<file path="config.mk">
export PLATFORM = sky130hd
export DESIGN_NAME = serial_line_assembler_core_flat
export DESIGN_NICKNAME = d
export VERILOG_FILES = /design/src/design/slasm_pkg.sv /design/src/design/slasm_if.sv /design/src/design/serial_line_assembler_core.sv /design/src/design/slasm_ctrl.sv /design/src/design/slasm_datapath.sv /design/src/flat_wrapper.sv
export SDC_FILE = /design/constraint.sdc
export NUM_CORES = 1
export LEC_CHECK = 0
export BUFFER_PORTS_ARGS = -buffer_cell sky130_fd_sc_hd__buf_2
export CORE_UTILIZATION = 45
export DETAILED_ROUTE_END_ITERATION = 8
export PLACE_DENSITY = 0.74
export SYNTH_ARGS = -nofsm -noshare
export SYNTH_HDL_FRONTEND = slang
export SYNTH_HIERARCHICAL = 1
export SYNTH_SLANG_ARGS = --single-unit
</file>
<file path="constraint.sdc">
create_clock -name clock -period 16.7 [get_ports clock]
set_clock_uncertainty 0.1 [all_clocks]
set_input_delay 3.34 -clock clock [delete_from_list [all_inputs] [get_ports clock]]
set_output_delay 3.34 -clock clock [all_outputs]
set_load 0.05 [all_outputs]
</file>
<file path="src/design/slasm_pkg.sv">
// Shared constants and types of the serial line assembler.
package slasm_pkg;

   localparam int LINE_BUFFER_BYTES = 64;
   localparam int LINE_CAPACITY     = LINE_BUFFER_BYTES - 1;
   localparam int FILL_W            = $clog2(LINE_CAPACITY + 1);
   localparam int IDX_W             = (LINE_CAPACITY > 1) ? $clog2(LINE_CAPACITY) : 1;

   localparam int          PADDR_W             = 3;
   localparam logic [31:0] STALE_TIMEOUT_RESET = 32'd1000;
   localparam logic [7:0]  CHAR_LF             = 8'h0A;
   localparam logic [7:0]  CHAR_CR             = 8'h0D;

   localparam logic KIND_LINE   = 1'b0;
   localparam logic KIND_NOTICE = 1'b1;

   localparam logic REG_STALE_TIMEOUT = 1'b0;

   typedef logic [7:0]  byte_type;
   typedef logic [31:0] ms_type;

   typedef enum logic [1:0] {
      ST_IDLE,
      ST_FETCH,
      ST_SEND,
      ST_NOTICE
   } state_type;

   typedef struct packed {
      logic take;
      logic fetch;
      logic advance;
      logic notice;
   } ctl_cmd_type;

   typedef struct packed {
      logic start_drain;
      logic start_notice;
      logic last_beat;
   } ctl_status_type;

endpackage

</file>
<file path="src/design/slasm_if.sv">
// Valid/ready channel interfaces for received bytes and result beats.
interface slasm_req_if;
   import slasm_pkg::*;

   logic     valid;
   logic     ready;
   byte_type rx_byte;
   ms_type   now_ms;

   modport source (output valid, output rx_byte, output now_ms, input ready);
   modport sink   (input valid, input rx_byte, input now_ms, output ready);
endinterface

interface slasm_rsp_if;
   import slasm_pkg::*;

   logic     valid;
   logic     ready;
   logic     kind;
   byte_type line_byte;
   logic     last;

   modport source (output valid, output kind, output line_byte, output last, input ready);
   modport sink   (input valid, input kind, input line_byte, input last, output ready);
endinterface

</file>
<file path="src/design/serial_line_assembler_core.sv">
// Serial line assembler: builds received bytes into lines with a stale timeout.
//
// Takes one received byte per cycle while no result is pending. A CR or LF
// closes the line; a non-empty line is then read back from a 63-byte line
// store and sent as rsp beats, the final one marked last. Input is held off
// while a line drains: each line byte goes through a registered read of the
// line store, then the output beat, which waits while rsp_chan.ready stays
// low. A byte arriving on a full store produces one overflow notice beat
// (kind 1, last 1), which blocks input until it is taken; later bytes are
// dropped until a terminator. The stale timeout register sits at byte
// address 0 (reset 1000 ms); it should be written only while the block is
// idle.
module serial_line_assembler_core (
   input  logic                              clock,
   input  logic                              reset,
   slasm_req_if.sink                         req_chan,
   slasm_rsp_if.source                       rsp_chan,
   input  logic                              psel,
   input  logic                              penable,
   input  logic                              pwrite,
   input  logic [slasm_pkg::PADDR_W-1:0]     paddr,
   input  logic [31:0]                       pwdata,
   output logic [31:0]                       prdata,
   output logic                              pready
);
   import slasm_pkg::*;

   ctl_cmd_type    cmd;
   ctl_status_type status;
   logic           cfg_we;
   ms_type         timeout_ms;

   assign pready = 1'b1;
   assign cfg_we = psel && penable && pwrite && (paddr[PADDR_W-1] == REG_STALE_TIMEOUT);
   assign prdata = (paddr[PADDR_W-1] == REG_STALE_TIMEOUT) ? timeout_ms : '0;

   slasm_ctrl u_ctrl (
      .clock     (clock),
      .reset     (reset),
      .req_valid (req_chan.valid),
      .req_ready (req_chan.ready),
      .rsp_valid (rsp_chan.valid),
      .rsp_ready (rsp_chan.ready),
      .rsp_kind  (rsp_chan.kind),
      .rsp_last  (rsp_chan.last),
      .status    (status),
      .cmd       (cmd)
   );

   slasm_datapath u_datapath (
      .clock      (clock),
      .reset      (reset),
      .rx_byte    (req_chan.rx_byte),
      .now_ms     (req_chan.now_ms),
      .cfg_we     (cfg_we),
      .cfg_data   (pwdata),
      .timeout_ms (timeout_ms),
      .cmd        (cmd),
      .status     (status),
      .line_byte  (rsp_chan.line_byte)
   );

endmodule

</file>
<file path="src/design/slasm_ctrl.sv">
// Sequencer: accepts bytes, walks the line store while a line drains, sends overflow notices.
module slasm_ctrl (
   input  logic                      clock,
   input  logic                      reset,
   input  logic                      req_valid,
   output logic                      req_ready,
   output logic                      rsp_valid,
   input  logic                      rsp_ready,
   output logic                      rsp_kind,
   output logic                      rsp_last,
   input  slasm_pkg::ctl_status_type status,
   output slasm_pkg::ctl_cmd_type    cmd
);
   import slasm_pkg::*;

   state_type state_ff;
   state_type state_in;

   always_ff @(posedge clock) begin
      if (reset) begin
         state_ff <= ST_IDLE;
      end else begin
         state_ff <= state_in;
      end
   end

   always_comb begin
      state_in    = state_ff;
      req_ready   = 1'b0;
      rsp_valid   = 1'b0;
      rsp_kind    = KIND_LINE;
      rsp_last    = 1'b0;
      cmd         = '0;
      case (state_ff)
         ST_IDLE: begin
            req_ready = 1'b1;
            if (req_valid) begin
               cmd.take = 1'b1;
               if (status.start_drain) begin
                  state_in = ST_FETCH;
               end else if (status.start_notice) begin
                  state_in = ST_NOTICE;
               end
            end
         end
         ST_FETCH: begin
            cmd.fetch = 1'b1;
            state_in  = ST_SEND;
         end
         ST_SEND: begin
            rsp_valid = 1'b1;
            rsp_last  = status.last_beat;
            if (rsp_ready) begin
               if (status.last_beat) begin
                  state_in = ST_IDLE;
               end else begin
                  cmd.advance = 1'b1;
                  state_in    = ST_FETCH;
               end
            end
         end
         ST_NOTICE: begin
            rsp_valid  = 1'b1;
            rsp_kind   = KIND_NOTICE;
            rsp_last   = 1'b1;
            cmd.notice = 1'b1;
            if (rsp_ready) begin
               state_in = ST_IDLE;
            end
         end
         default: begin
            state_in = ST_IDLE;
         end
      endcase
   end

endmodule

</file>
<file path="src/design/slasm_datapath.sv">
// Line store, fill and timeout state, drain pointer and timeout register.
module slasm_datapath (
   input  logic                      clock,
   input  logic                      reset,
   input  slasm_pkg::byte_type       rx_byte,
   input  slasm_pkg::ms_type         now_ms,
   input  logic                      cfg_we,
   input  slasm_pkg::ms_type         cfg_data,
   output slasm_pkg::ms_type         timeout_ms,
   input  slasm_pkg::ctl_cmd_type    cmd,
   output slasm_pkg::ctl_status_type status,
   output slasm_pkg::byte_type       line_byte
);
   import slasm_pkg::*;

   byte_type line_store [LINE_CAPACITY];

   logic [FILL_W-1:0] fill_ff, fill_in;
   logic              discarding_ff, discarding_in;
   ms_type            last_time_ff, last_time_in;
   logic              time_valid_ff, time_valid_in;
   ms_type            timeout_ff;
   logic [IDX_W-1:0]  rd_idx_ff, rd_idx_in;
   logic [FILL_W-1:0] drain_len_ff, drain_len_in;
   byte_type          rd_data_ff;

   logic              term;
   logic              stale;
   ms_type            gap;
   logic [FILL_W-1:0] eff_fill;
   logic              wr_en;

   assign term     = (rx_byte == CHAR_LF) || (rx_byte == CHAR_CR);
   assign gap      = now_ms - last_time_ff;
   assign stale    = (fill_ff != '0) && time_valid_ff && (gap > timeout_ff);
   assign eff_fill = stale ? '0 : fill_ff;

   always_comb begin
      fill_in             = fill_ff;
      discarding_in       = discarding_ff;
      last_time_in        = last_time_ff;
      time_valid_in       = time_valid_ff;
      rd_idx_in           = rd_idx_ff;
      drain_len_in        = drain_len_ff;
      wr_en               = 1'b0;
      status.start_drain  = 1'b0;
      status.start_notice = 1'b0;
      status.last_beat    = (FILL_W'(rd_idx_ff) + FILL_W'(1)) == drain_len_ff;
      if (discarding_ff) begin
         // drop everything until a terminator
         if (term) begin
            fill_in       = '0;
            discarding_in = 1'b0;
            time_valid_in = 1'b0;
         end
      end else if (term) begin
         status.start_drain = (eff_fill != '0);
         drain_len_in       = eff_fill;
         rd_idx_in          = '0;
         fill_in            = '0;
         time_valid_in      = 1'b0;
      end else if (eff_fill < FILL_W'(LINE_CAPACITY)) begin
         wr_en         = 1'b1;
         fill_in       = eff_fill + FILL_W'(1);
         last_time_in  = now_ms;
         time_valid_in = 1'b1;
      end else begin
         status.start_notice = 1'b1;
         discarding_in       = 1'b1;
         last_time_in        = now_ms;
         time_valid_in       = 1'b1;
      end
      if (cmd.advance) begin
         rd_idx_in = rd_idx_ff + IDX_W'(1);
      end
   end

   always_ff @(posedge clock) begin
      if (reset) begin
         fill_ff       <= '0;
         discarding_ff <= 1'b0;
         last_time_ff  <= '0;
         time_valid_ff <= 1'b0;
         timeout_ff    <= STALE_TIMEOUT_RESET;
      end else begin
         if (cmd.take) begin
            fill_ff       <= fill_in;
            discarding_ff <= discarding_in;
            last_time_ff  <= last_time_in;
            time_valid_ff <= time_valid_in;
         end
         if (cfg_we) begin
            timeout_ff <= cfg_data;
         end
      end
   end

   always_ff @(posedge clock) begin
      if (cmd.take || cmd.advance) begin
         rd_idx_ff <= rd_idx_in;
      end
      if (cmd.take) begin
         drain_len_ff <= drain_len_in;
      end
   end

   always_ff @(posedge clock) begin
      if (cmd.take && wr_en) begin
         line_store[eff_fill[IDX_W-1:0]] <= rx_byte;
      end
      if (cmd.fetch) begin
         rd_data_ff <= line_store[rd_idx_ff];
      end
   end

   assign line_byte  = cmd.notice ? '0 : rd_data_ff;
   assign timeout_ms = timeout_ff;

endmodule

</file>
<file path="src/flat_wrapper.sv">
// flat-port wrapper written by rule: the top's interface ports become plain ports
module serial_line_assembler_core_flat import slasm_pkg::*;
  (clock, reset, psel, penable, pwrite, paddr, pwdata, prdata, pready, req_chan_valid, req_chan_rx_byte, req_chan_now_ms, req_chan_ready, rsp_chan_valid, rsp_chan_kind, rsp_chan_line_byte, rsp_chan_last, rsp_chan_ready);
  slasm_req_if req_chan_i ();
  slasm_rsp_if rsp_chan_i ();
  input  logic clock;
  input  logic reset;
  input  logic psel;
  input  logic penable;
  input  logic pwrite;
  input  logic [slasm_pkg::PADDR_W-1:0] paddr;
  input  logic [31:0] pwdata;
  output logic [31:0] prdata;
  output logic pready;
  input wire logic [$bits(req_chan_i.valid)-1:0] req_chan_valid;
  input wire logic [$bits(req_chan_i.rx_byte)-1:0] req_chan_rx_byte;
  input wire logic [$bits(req_chan_i.now_ms)-1:0] req_chan_now_ms;
  output wire logic [$bits(req_chan_i.ready)-1:0] req_chan_ready;
  output wire logic [$bits(rsp_chan_i.valid)-1:0] rsp_chan_valid;
  output wire logic [$bits(rsp_chan_i.kind)-1:0] rsp_chan_kind;
  output wire logic [$bits(rsp_chan_i.line_byte)-1:0] rsp_chan_line_byte;
  output wire logic [$bits(rsp_chan_i.last)-1:0] rsp_chan_last;
  input wire logic [$bits(rsp_chan_i.ready)-1:0] rsp_chan_ready;
  assign req_chan_i.valid = req_chan_valid;
  assign req_chan_i.rx_byte = req_chan_rx_byte;
  assign req_chan_i.now_ms = req_chan_now_ms;
  assign req_chan_ready = req_chan_i.ready;
  assign rsp_chan_valid = rsp_chan_i.valid;
  assign rsp_chan_kind = rsp_chan_i.kind;
  assign rsp_chan_line_byte = rsp_chan_i.line_byte;
  assign rsp_chan_last = rsp_chan_i.last;
  assign rsp_chan_i.ready = rsp_chan_ready;
  serial_line_assembler_core u_core (.clock(clock), .reset(reset), .req_chan(req_chan_i), .rsp_chan(rsp_chan_i), .psel(psel), .penable(penable), .pwrite(pwrite), .paddr(paddr), .pwdata(pwdata), .prdata(prdata), .pready(pready));
endmodule
</file>
==> metrics.md <==
| Metric | Value |
|---|---|
| Drt pass-1 iters | 6 |
| CP peak stage delay | 1.27 ns |
| All-Layer GR Usage | 0.199 |
| Crit path DAT | around 11 ns |
| Worst path slowest cell | nor3_1 |
| Vias in the first global route | ~15000 |
| H-tree Lvls | 2 |
| Worst Tran Pin Value | roughly 1.3 ns |
| CP Max Fanout | 21 |
| Io pins | 127 |
| Top-area cell type share of the netlist area | 0.602 |
| Max VDD drop | 0.0000816 V |
| Status | complete, no violations |
| Combinational family with the most area after synthesis | multiplexers |
| Period utilization | 0.640 |
| PwrDens | 107 nW/um^2 |
| Remaining Overflow, GRT | 0 |
| Critical path type | input pin to flip-flop |
| Leading area contributor after synthesis | edfxtp_1 |
| Syn_nets | 1783 |
| Crit. End Element | flip-flop |
| Synthesized flop and latch total | 598 |
| # diodes | 0 |
| Synthesized area | between 20000 and 30000 sq um |
| Critical path's top delay family | simple AND/OR/NAND/NOR gates |
| Post-synthesis compound-gate area fraction | 0.0441 |
| Initial core utilization | 0.460 |
| Overall routed net length | 58300 microns |
| Worst-skew pair later-pin latency | 0.63 ns |
| Wire length per cell | roughly 23 microns |
| RSZ-0062 raised after global routing | no |
| Nets@finish | just under 2000 |
| Die Y | about 240 microns |
| CTS Buffer Depth | 3 |
| Via count | 14900 |
| Post-Synth Adder-Cell Area | 0.0324 |
| Layout cell share with drive strength beyond 1 | 0.244 |
| Count of cell types in the netlist | between 60 and 70 |
| CTS root buf | clkbuf_16 |
| Total negative slack | 0 ns |
| Sink Count | 598 |
| Async SR Flop Fraction | 0 |
| Final worst setup slack | 6.01 ns |
| GRT Max-Usage Layer | met2 |
| Seq/Total Area, Yosys | 0.659 |
| Final setup violation count | 0 |
| Synth Area in Simple Gates | 0.0761 |
| DR iter-0 viols | 1608 |
| Final hold vios | 0 |
| Placer's final routability congestion estimate | 0.908 |
| Setup crit start kind | input pin |
| Hold-fix buffers, CTS | 0 |
| Area added between synthesis and finish | 13.3% |
| Post-CTS setup buffer count | 0 |
| Most common cell in the netlist | edfxtp_1 |
| DP Wirelength | 36700 microns |
| Chip width | 243 microns |
| HP Class | flip-flop to flip-flop |
| Antenna violations before repair | 9 |
| CTS tree | done |
| Post-Syn Area per Cell | 16.0 sq um |
| PortBufs | 123 |
| Maxcap violations | 0 |
| Num CTS Buffers | 56 |
| Met3 Usage GRT | 0.0537 |
| Required @ worst endpoint | 16.82 ns |
| Lkg Pwr | 9.88 nW |
| Antenna viol nets, final | 0 |
| Setup WS pre-CTS | 5.66 ns |
| Global-route wire length before repair | 88800 microns |
| Synth area leaders | edfxtp_1, mux4_2, dfxtp_1 |
| # rows | 87 |
| GRT met1 Usage | 0.268 |
| EDFF count, synth | 524 |
| Post-DR vias/cell | between 5 and 6 |
| Clk pin slew, worst setup/hold paths | 0.06 ns |
| Fmax | 0.0935 GHz |
| Syn. warnings | 6 |
| Relative slew margins | 0.127 |
| Dominant synthesized flop cell | edfxtp_1 |
| Final std cells w/o fill | 2579 |
| Post-synthesis cell count | approximately 1600 |
| Placed insts | 2477 |
| Largest net degree at the start of global routing | 70 |
| Die area | 59000 sq um |
| CP bufs+invs | 4 |
| DRC | 0 |
| Post-route minimum period | between 10 and 15 ns |
| Met2 global-route usage | 0.313 |
| Core area | 56800 sq um |
| # resized after CTS | 0 |
| Synth Area in XOR/XNOR | 0.0111 |
| Max-slew violations | 0 |
| Multiplexer share of the synthesized area | 0.152 |
| Synth cell count leaders | edfxtp_1, mux4_2, nand2_1 |
## state kept, by name (all words and copies together) (netlist names)
signal / cells
u_core/u_datapath/rd_idx_ff: 6
u_core/u_datapath/timeout_ms: 32
u_core/u_datapath/time_valid_ff: 1
u_core/u_datapath/drain_len_ff: 6
u_core/u_datapath/fill_ff: 6
u_core/u_datapath/line_store: 504
u_core/u_datapath/rd_data_ff: 8
u_core/u_datapath/last_time_ff: 32
u_core/u_ctrl/state_ff: 2
u_core/u_datapath/discarding_ff: 1
## routing by layer
layer,share of wire,wire length (microns),vias up
met1,0.40,23600,7449
met2,0.47,27300,653
met3,0.096,5590,121
li1,-,-,6635
met4,0.029,1700,14
met5,0.0016,92,-
## cell type report
class / count / area, sq um
Clock buffer: 62 / 1420
Tap cell: 756 / 946
Inverter: 84 / 315
Timing Repair Buffer: 167 / 946
Fill cell: 4590 / 27200
Multi-Input combinational cell: 872 / 8250
Sequential cell: 598 / 17200
Clock inverter: 40 / 487
## worst min-delay path, cell delays in order (launching register included)
cell and delay [ns]:
dfxtp_1 0.31, nand2_1 0.05, a21oi_1 0.05
## cell families after synthesis
| logic type | Yosys count |
|---|---|
| fa+ha+maj | 67 |
| xor+xnor | 33 |
| mux | 196 |
| other cells | 1 |
| simple gates | 391 |
| compound gates | 184 |
| buf+inv | 164 |
| flops | 598 |
## per-stage QoR
stage,power [W],instance area [sq um],hold WS (ns),utilization
global route,0.00326,29600,0.371,0.521
floorplan,0.00181,26100,0.336,-
detailed placement,0.00188,27700,0.346,0.487
global placement,0.00187,27700,0.342,0.487
finish,0.00316,29600,0.353,0.521
CTS,0.00318,29600,0.354,0.521
## placed cells by master (no fill, tap or decap), drive strengths merged, types with 6 or more instances in the layout
master | netlist | routed
edfxtp | 524 | 524
buf | 38 | 167
mux4 | 160 | 160
nand2 | 123 | 123
inv | 83 | 84
nor2 | 81 | 81
dfxtp | 74 | 74
a21oi | 70 | 70
ha | 66 | 66
clkbuf | 42 | 62
nor2b | 54 | 54
nor3 | 41 | 41
o21ai | 39 | 39
mux2i | 36 | 36
clkinv | 1 | 25
nand3 | 22 | 22
nor4 | 21 | 21
xnor2 | 20 | 20
a21o | 15 | 15
xor2 | 13 | 13
o211ai | 11 | 11
nand4 | 11 | 11
bufinv | 0 | 9
a211oi | 7 | 7
or2 | 7 | 7
o21a | 7 | 7
and3 | 7 | 7
a31oi | 7 | 7
clkinvlp | 0 | 6
## final timing paths
check,start,to,slack (ns),depth (start not counted)
max reg2reg,u_core/u_datapath/last_time_ff[0]$_SDFFE_PP0P_,u_core/u_datapath/line_store[28][1]$_DFFE_PP_,8.55,23
min reg2reg,u_core/u_datapath/last_time_ff[15]$_SDFFE_PP0P_,u_core/u_datapath/last_time_ff[15]$_SDFFE_PP0P_,0.35,2
min,u_core/u_datapath/last_time_ff[15]$_SDFFE_PP0P_,u_core/u_datapath/last_time_ff[15]$_SDFFE_PP0P_,0.35,2
max,req_chan_now_ms[0],u_core/u_datapath/line_store[28][1]$_DFFE_PP_,6.01,25
## power by group
part / total, W / internal, W / leakage [nW] / switching, W
Clock: 0.00131 / 0.000757 / 0.911 / 0.000555
Sequential: 0.00164 / 0.00163 / 5.32 / 0.00000645
Combinational: 0.000207 / 0.0000756 / 3.65 / 0.000131
Total: 0.00316 / 0.00247 / 9.88 / 0.000693
Power figures use the tool's default switching activity.
